===== config.mk =====
export PLATFORM = sky130hd
export DESIGN_NAME = mtlb_cell
export DESIGN_NICKNAME = d
export VERILOG_FILES = /design/src/hdl/mtlb_pkg.sv /design/src/hdl/mtlb_cell.sv
export SDC_FILE = /design/constraint.sdc
export NUM_CORES = 1
export LEC_CHECK = 0
export ABC_AREA = 1
export BUFFER_PORTS_ARGS = -buffer_cell sky130_fd_sc_hd__buf_2
export CELL_PAD_IN_SITES_DETAIL_PLACEMENT = 1
export CELL_PAD_IN_SITES_GLOBAL_PLACEMENT = 1
export CORE_MARGIN = 8
export CORE_UTILIZATION = 35
export DETAILED_ROUTE_END_ITERATION = 12
export PLACE_DENSITY_LB_ADDON = 0.12
export SLEW_MARGIN = 10
export SYNTH_ARGS = -nofsm -noshare
export SYNTH_HDL_FRONTEND = slang
export SYNTH_SLANG_ARGS = --single-unit

===== constraint.sdc =====
create_clock -name clk -period 2.1 [get_ports clk]
set_input_delay 0.315 -clock clk [delete_from_list [all_inputs] [get_ports clk]]
set_output_delay 0.315 -clock clk [all_outputs]
set_load 0.02 [all_outputs]

===== src/hdl/mtlb_pkg.sv =====
package mtlb_pkg;

    localparam int NUM_ENTRIES = 32;

    // Widths of the configuration registers
    localparam int ASID_W = 8;
    localparam int EIU_W  = 6;
    localparam int CFG_W  = 8;
    localparam int CFG_INDEX_W = 2;

    // Configuration register indexes
    localparam logic [CFG_INDEX_W-1:0] CFG_CURRENT_ASID   = 2'd0;
    localparam logic [CFG_INDEX_W-1:0] CFG_ERROR_LEVEL    = 2'd1;
    localparam logic [CFG_INDEX_W-1:0] CFG_ENTRIES_IN_USE = 2'd2;

    localparam logic [EIU_W-1:0] EIU_RESET = 6'd32;

    // Request kinds
    localparam logic REQ_TRANSLATE = 1'b0;
    localparam logic REQ_WRITE     = 1'b1;

    // Privilege modes
    localparam logic [1:0] MODE_KERNEL = 2'd0;
    localparam logic [1:0] MODE_SUPER  = 2'd1;
    localparam logic [1:0] MODE_ALT_K  = 2'd3;

    // Result status codes
    localparam logic [2:0] ST_OK       = 3'd0;
    localparam logic [2:0] ST_ADDR_ERR = 3'd1;
    localparam logic [2:0] ST_NO_MATCH = 3'd2;
    localparam logic [2:0] ST_INVALID  = 3'd3;
    localparam logic [2:0] ST_MODIFIED = 3'd4;

    // Segment bases
    localparam logic [31:0] KSEG0_BASE = 32'h8000_0000;
    localparam logic [31:0] KSEG1_BASE = 32'hA000_0000;
    localparam logic [31:0] KSEG2_BASE = 32'hC000_0000;
    localparam logic [31:0] KSEG3_BASE = 32'hE000_0000;

    localparam logic [12:0] PAGE_OFFSET_ONES = 13'h1FFF;

    typedef struct packed {
        logic        req_type;
        logic [31:0] virtual_address;
        logic        is_store;
        logic [1:0]  privilege_mode;
        logic [4:0]  entry_index;
        logic [18:0] entry_vpn2;
        logic [15:0] entry_page_mask;
        logic [7:0]  entry_asid;
        logic        entry_global;
        logic [3:0]  entry_flags;
        logic [23:0] entry_pfn_even;
        logic [23:0] entry_pfn_odd;
    } in_item_t;

    typedef struct packed {
        logic [2:0]  status;
        logic [35:0] physical_address;
        logic        writable;
    } out_item_t;

    // Request travelling down the entry chain
    typedef struct packed {
        in_item_t    req;
        logic        pending;   // mapped lookup not yet resolved
        logic [2:0]  status;
        logic [35:0] pa;
        logic        writable;
    } token_t;

    // Lookup controls broadcast to every cell
    typedef struct packed {
        logic [ASID_W-1:0] asid;
        logic [EIU_W-1:0]  entries_in_use;
    } lookup_ctl_t;

endpackage


===== src/hdl/mtlb_cell.sv =====
module mtlb_cell (
    input  logic                       clk,
    input  logic                       rst_n,
    input  logic [mtlb_pkg::EIU_W-1:0] cell_id,
    input  mtlb_pkg::lookup_ctl_t      ctl,
    input  logic                       tok_valid_in,
    input  mtlb_pkg::token_t           tok_in,
    output logic                       tok_valid_out,
    output mtlb_pkg::token_t           tok_out
);

    // Entry held by this cell
    logic [18:0] vpn2_reg;
    logic [7:0]  asid_reg;
    logic        global_reg;
    logic [15:0] mask_reg;
    logic [3:0]  flags_reg;
    logic [23:0] pfn_even_reg;
    logic [23:0] pfn_odd_reg;

    logic             tok_valid_reg;
    mtlb_pkg::token_t tok_reg;
    mtlb_pkg::token_t tok_next;

    logic        wr_here;
    logic [31:0] va;
    logic [31:0] mask32;
    logic [31:0] vbase;
    logic        asid_ok;
    logic        tag_ok;
    logic        in_range;
    logic        odd;
    logic        pg_valid;
    logic        pg_dirty;
    logic [23:0] pfn_sel;
    logic [35:0] off36;
    logic [35:0] pa_hit;
    logic        hit;

    assign va       = tok_in.req.virtual_address;
    assign wr_here  = tok_valid_in && (tok_in.req.req_type == mtlb_pkg::REQ_WRITE)
                      && (mtlb_pkg::EIU_W'(tok_in.req.entry_index) == cell_id);
    assign mask32   = {3'b000, mask_reg, mtlb_pkg::PAGE_OFFSET_ONES};
    assign vbase    = {vpn2_reg, 13'b0};
    assign asid_ok  = global_reg || (asid_reg == ctl.asid);
    assign tag_ok   = ((vbase ^ va) & ~mask32) == 32'b0;
    assign in_range = cell_id < ctl.entries_in_use;
    // lowest bit above the page offset picks odd or even page
    assign odd      = |(va & mask32 & ~(mask32 >> 1));
    assign pg_valid = odd ? flags_reg[2] : flags_reg[0];
    assign pg_dirty = odd ? flags_reg[3] : flags_reg[1];
    assign pfn_sel  = odd ? pfn_odd_reg : pfn_even_reg;
    assign off36    = 36'(mask32 >> 1);
    assign pa_hit   = ({pfn_sel, 12'b0} & ~off36) | (36'(va) & off36);

    assign hit = tok_valid_in && (tok_in.req.req_type == mtlb_pkg::REQ_TRANSLATE)
                 && tok_in.pending && in_range && asid_ok && tag_ok;

    always_comb
    begin
        tok_next = tok_in;
        if (hit)
        begin
            tok_next.pending = 1'b0;
            if (!pg_valid)
            begin
                tok_next.status   = mtlb_pkg::ST_INVALID;
                tok_next.pa       = '0;
                tok_next.writable = 1'b0;
            end
            else if (tok_in.req.is_store && !pg_dirty)
            begin
                tok_next.status   = mtlb_pkg::ST_MODIFIED;
                tok_next.pa       = '0;
                tok_next.writable = 1'b0;
            end
            else
            begin
                tok_next.status   = mtlb_pkg::ST_OK;
                tok_next.pa       = pa_hit;
                tok_next.writable = pg_dirty;
            end
        end
    end

    always_ff @(posedge clk or negedge rst_n)
    begin
        if (!rst_n)
        begin
            vpn2_reg     <= '0;
            asid_reg     <= '0;
            global_reg   <= 1'b0;
            mask_reg     <= '0;
            flags_reg    <= '0;
            pfn_even_reg <= '0;
            pfn_odd_reg  <= '0;
        end
        else if (wr_here)
        begin
            vpn2_reg     <= tok_in.req.entry_vpn2;
            asid_reg     <= tok_in.req.entry_asid;
            global_reg   <= tok_in.req.entry_global;
            mask_reg     <= tok_in.req.entry_page_mask;
            flags_reg    <= tok_in.req.entry_flags;
            pfn_even_reg <= tok_in.req.entry_pfn_even;
            pfn_odd_reg  <= tok_in.req.entry_pfn_odd;
        end
    end

    always_ff @(posedge clk or negedge rst_n)
    begin
        if (!rst_n)
            tok_valid_reg <= 1'b0;
        else
            tok_valid_reg <= tok_valid_in;
    end

    always_ff @(posedge clk)
    begin
        tok_reg <= tok_next;
    end

    assign tok_valid_out = tok_valid_reg;
    assign tok_out       = tok_reg;

endmodule


==> results of run 1 <==
## area by class of cell
class | instances | area (µm²) | share of cell area (%)
clock buffers | 48 | 972 | 6.66
repair buffers | 575 | 3920 | 26.9
inverters | 122 | 460 | 3.16
multi-input cells | 586 | 2720 | 18.6
clock inverters | 8 | 95.1 | 0.652
well taps | 341 | 427 | 2.92
diodes | 2 | 5.00 | 0.0343
flip-flops and latches | 275 | 5990 | 41.1
## cells in the mapped netlist (9+ instances only)
| master | number |
|---|---|
| nand2_1 | 237 |
| dfxtp_1 | 178 |
| inv_1 | 118 |
| nor2_1 | 99 |
| dfrtp_1 | 97 |
| nand3_1 | 76 |
| a21oi_1 | 62 |
| o21ai_0 | 38 |
| clkbuf_1 | 27 |
| o21ai_1 | 20 |
| nand4_1 | 19 |
| buf_2 | 10 |
| xnor2_1 | 9 |
## per-layer routing
layer	global-route usage (%)	up-vias
met5	0	-
met4	6.53	2
met3	5.87	53
met2	41.4	297
met1	24.1	4215
li1	-	4331
## kinds of logic after synthesis
family,Yosys count,share of synthesized area [%]
AOI/OAI and AO/OA,122,6.59
DFF,275,64.1
buffers and inverters,164,7.08
xor gates and xnor gates,13,1.22
and+or+nand+nor,446,20.3
adders and majority gates,5,0.670
## through the flow
step | instance area, µm² | instances
after floorplan | 9340 | 1025
after global placement | 11800 | 1727
after detailed placement | 11800 | 1727
after CTS | 14600 | 1955
after global routing | 14600 | 1956
final | 14600 | 1957
## repair_timing
item / in CTS / in global routing
gates resized for setup: 0 / 9
hold buffers: 172 / 0
endpoints found under the setup margin: 0 / 35
endpoints found under the hold margin: 268 / 0
## report_power, final
group	total [mW]	switching (mW)	internal [mW]	leakage, nW
Clock	5.53	2.12	3.41	0.531
Sequential	5.80	0.168	5.64	2.56
Combinational	2.15	1.27	0.883	4.45
## how the worst min path moves through the flow
stage | start | to | slack [ns] | cells past startpoint
floorplan | rst_n | asid_reg[0] | 0.02 | 0
global placement | tok_in[142] | tok_out[142] | 0.42 | 1
detailed placement | tok_in[143] | tok_out[143] | 0.42 | 1
CTS | tok_in[167] | tok_out[167] | 0.001 | 2
global route | tok_in[167] | tok_out[167] | 0.01 | 2
finish | tok_in[167] | tok_out[167] | 0.02 | 2
==> run_results.csv, run 1 <==
group,metric,value,unit
sta,setup_viol,0,
run,maxCapViolations,0,
drt,num_vias,8898,
clock_network,cts_max_path_buffers,3,
power_and_ir_drop,p_leak,7.54,nW
cells_and_area,num-fill-cells,3141,
global_routing,first_global_vias,10100,
critical_path,critPathMaxFanout,26,
drt,routed.top_layer,"met5",
clock_network,cts_tree,"built",
hold_path,hp-class,"primary input to flip-flop",
synth,synth_nets,1231,
placement,io_buffers,379,
drt,drc,0,
global_routing,track_usage,22.1,%
clock_network,clkSinkCount,275,
status,status,"completed",
sta,holdWs,0.0205,ns
placement,place_congestion,0.797,
critical_path,r2r_end,"tok_out[7]",
clock_network,postCtsSetupRepairBufs,0,
sta,tns,0,ns
clock_network,numCtsBuffers,30,
power_and_ir_drop,vdd_ir_drop_max,0.660,mV
floorplan,design.core.area,26600,µm²
cells_and_area,final_util,54.9,%
cells_and_area,layout_common_cells,"buf_2, nand2_1, dfxtp_1, dlygate4sd3_1, inv_1",
global_routing,grt_pass1_wl,55100,µm
critical_path,crit_slowest_cell,"dlygate4sd3_1",
cells_and_area,drive_gt1_share,29.4,%
power_and_ir_drop,power_density,924,nW/µm²
sta,drv_slew,0,
sta,timing.fmax,501,MHz
placement,dp_slack,0.0905,ns
critical_path,max_stage_delay,0.55,ns
sta,fin_crit,1.99,ns
drt,met2WireLength,19000,µm
critical_path,startpoint,"tok_in[159]",
synth,yosys_most_used_dff,"dfxtp_1",
critical_path,crit_family,"buffers and inverters",
global_routing,grt_overflow,0,
floorplan,die_w,179,µm
critical_path,crit_type,"primary input to flip-flop",
critical_path,cp.arrival,2.46,ns
synth,ys_seq_elements,275,
synth,async_flop_share,35.3,%
drt,met1_length,13900,µm
floorplan,io_pins,380,
synth,yosysTopAreaCellShare,38.1,%
critical_path,cp_cell_sequence,"dlygate4sd3_1, buf_2, nand2_1, nor2_2, nor2_1, nand2_2, nor2_8, buf_4, nand3_2, nand3_4, buf_12, nand3_1, o21ai_1",
synth,synth_edf_count,0,
critical_path,rr_startpoint,"mask_reg[2]",
floorplan,die_area,32200,µm²
synth,netlist_top_cells_area,"dfxtp_1, dfrtp_1, nand2_1, inv_1, nand3_1",
critical_path,crit_buf_inv,4,
critical_path,rr_worst_depth,11,
clock_network,h-tree-depth,1,
drt,drt-wirelength-per-cell,18.7,µm
synth,netlist_area,9340,µm²
sta,fin_ws,0.106,ns
cells_and_area,area_growth,56.1,%
critical_path,endpoint_kind,"flip-flop",
drt,wl_met3,2680,µm
clock_network,worstSkewPairLatency,0.54,ns
sta,tightestPinTransition,0.625,ns
drt,dr.pass1.iters,4,
floorplan,die_h,179,µm
cells_and_area,fin_nets,1796,
synth,ys_warn_count,0,
sta,hold_violations,0,
critical_path,crit_end,"tok_out[7]",
cells_and_area,final_common_cell,"buf_2",
cells_and_area,largest_register_ffs,178,
power_and_ir_drop,fin_total_pwr,13.5,mW
critical_path,startpoint_type,"primary input",
critical_path,r2r_setup_slack,0.14,ns
drt,via_per_inst,4.55,
synth,netlist_instances,1025,
synth,seq_area_frac_synth,64.1,%
sta,max-slew-margin-rel,58.4,%
global_routing,grt_antenna_before_repair,2,
critical_path,worst-path-stages,13,
drt,wl,36500,µm
drt,drtAntennaViolNets,0,
synth,syn-mean-instance-area,9.11,µm²
placement,dp_hpwl,24600,µm
synth,yosysTopAreaCell,"dfxtp_1",
sta,fin_crit_sh,95.0,%
floorplan,start_util,35.2,%
clock_network,cts-root-buf,"clkbuf_16",
clock_network,clk_pin_slew,0.06,ns
floorplan,rows,60,
drt,drt_iter0_drc,324,
global_routing,grt_max_degree,98,
critical_path,worstPathRequired,2.57,ns
synth,yosysUniqueCellTypes,31,
sta,fin_skew,0.0117,ns
(Power assumes the default switching activity.)
==> run 2: changes to the inputs <==
- MAX_ROUTING_LAYER: unset -> met4
==> run 2 against run 1 <==
Against the previous run: first-iteration DRC count up 7.7%; worst setup slack got worse by 0.018 ns; sequential power is essentially flat; via count is 0.49% lower; combinational power about the same; critical endpoint unchanged.
==> run_results.csv, run 2 (same netlist as run 1, synthesis figures left out) <==
group,metric,value,unit
clock_network,clkSinkCount,275,
clock_network,postCtsSetupRepairBufs,0,
critical_path,crit_type,"primary input to flip-flop",
sta,tightestPinTransition,0.608,ns
sta,fin_crit,2.01,ns
sta,timing.fmax,497,MHz
critical_path,worstPathRequired,2.57,ns
drt,num_vias,8854,
cells_and_area,area_growth,56.2,%
critical_path,endpoint_kind,"flip-flop",
floorplan,start_util,35.2,%
status,status,"completed",
power_and_ir_drop,power_frac_comb,15.9,%
power_and_ir_drop,p_leak,7.54,nW
clock_network,worstSkewPairLatency,0.54,ns
clock_network,h-tree-depth,1,
drt,drt-wirelength-per-cell,18.6,µm
sta,drv_slew,0,
global_routing,first_global_vias,10100,
critical_path,startpoint_type,"primary input",
power_and_ir_drop,intPower,9.92,mW
cells_and_area,final_common_cell,"buf_2",
global_routing,grt_overflow,0,
global_routing,grt_max_degree,98,
run,maxCapViolations,0,
hold_path,hp-class,"primary input to flip-flop",
drt,drc,0,
drt,dr.pass1.iters,4,
global_routing,grt_antenna_before_repair,2,
placement,dp_hpwl,24600,µm
power_and_ir_drop,p_sw,3.57,mW
clock_network,cts_max_path_buffers,3,
sta,max-slew-margin-rel,59.5,%
drt,met1_length,14400,µm
global_routing,track_usage,22.7,%
drt,wl_met3,2240,µm
cells_and_area,layout_common_cells,"buf_2, nand2_1, dfxtp_1, dlygate4sd3_1, inv_1",
drt,drt_iter0_drc,349,
sta,hold_violations,0,
clock_network,numCtsBuffers,30,
power_and_ir_drop,power_frac_clock,41.1,%
floorplan,design.core.area,26600,µm²
floorplan,die_h,179,µm
placement,place_congestion,0.808,
drt,wl,36500,µm
sta,setup_viol,0,
placement,io_buffers,379,
sta,holdWs,0.0197,ns
critical_path,cp.arrival,2.48,ns
critical_path,critPathMaxFanout,26,
power_and_ir_drop,pwr-share-seq,43.0,%
cells_and_area,drive_gt1_share,29.4,%
power_and_ir_drop,power_density,925,nW/µm²
sta,fin_crit_sh,95.8,%
sta,fin_ws,0.0876,ns
power_and_ir_drop,sw_frac_of_total,26.5,%
drt,via_per_inst,4.52,
placement,dp_slack,0.0905,ns
sta,fin_skew,0.0103,ns
floorplan,rows,60,
clock_network,cts_tree,"built",
clock_network,cts-root-buf,"clkbuf_16",
drt,routed.top_layer,"met4",
floorplan,io_pins,380,
drt,met2WireLength,18900,µm
power_and_ir_drop,vdd_ir_drop_max,0.661,mV
clock_network,clk_pin_slew,0.06,ns
drt,drtAntennaViolNets,0,
floorplan,die_w,179,µm
floorplan,die_area,32200,µm²
cells_and_area,fin_nets,1796,
global_routing,grt_pass1_wl,55000,µm
cells_and_area,largest_register_ffs,178,
run 2: changes by cell type in the layout (fill, tap and decap cells not counted), sizes merged:
cell	before	now
diode	2	3
run 2: path summary, 6_finish.rpt:
kind | start | endpoint | slack [ns] | cells past startpoint
max | tok_in[159] | tok_out[7] | 0.09 | 13
min | tok_in[167] | tok_out[167] | 0.02 | 2
max reg2reg | mask_reg[2] | tok_out[7] | 0.14 | 11
min reg2reg | pfn_even_reg[17] | pfn_even_reg[17] | 0.49 | 2
max in group asynchronous | rst_n | vpn2_reg[18] | 1.25 | 3
min in group asynchronous | rst_n | pfn_odd_reg[4] | 0.34 | 3
run 2: layer usage:
layer | global-route usage, % | vias up
met3 | 4.72 | 53
met1 | 24.7 | 4195
met2 | 41.4 | 278
li1 | - | 4328
met4 | 6.53 | 0
met5 | - | -
run 2: cell type report:
class	instances	area, µm²
Clock inverter	8	95.1
Clock buffer	48	972
Antenna cell	3	7.51
Multi-Input combinational cell	586	2720
Timing Repair Buffer	575	3920
Sequential cell	275	5990
Tap cell	341	427
Inverter	122	460
Fill cell	3143	12000
run 2: what timing repair did:
item / CTS / global route
hold buffers: 172 / 0
gates resized for setup: 0 / 9
endpoints found under the setup margin: 0 / 34
endpoints found under the hold margin: 268 / 0
run 2: worst max-delay path, stage by stage:
cell	delay, ns
dlygate4sd3_1	0.57
buf_2	0.17
nand2_1	0.08
nor2_2	0.05
nor2_1	0.16
nand2_2	0.11
nor2_8	0.15
buf_4	0.16
nand3_2	0.11
nand3_4	0.15
buf_12	0.18
nand3_1	0.10
o21ai_1	0.16
run 2: power by group through the flow:
stage	Combinational [mW]	Sequential, mW	Clock [mW]
4_1_cts	2.14	5.79	5.63
6_report	2.15	5.80	5.54
5_1_grt	2.36	5.84	5.88
3_5_place_dp	1.87	5.90	0
3_3_place_gp	1.84	5.89	0
2_1_floorplan	0.758	6.11	0
run 2: per-stage QoR:
step | power (mW) | std cells | cell area [µm²] | setup TNS [ns] | utilization [%]
after floorplan | 6.87 | 1025 | 9340 | 0 | -
after global placement | 7.72 | 1727 | 11800 | 0 | 44.3
after detailed placement | 7.77 | 1727 | 11800 | 0 | 44.3
after CTS | 13.6 | 1955 | 14600 | 0 | 54.8
after global routing | 14.1 | 1957 | 14600 | -0.0316 | 54.9
final | 13.5 | 1958 | 14600 | 0 | 54.9
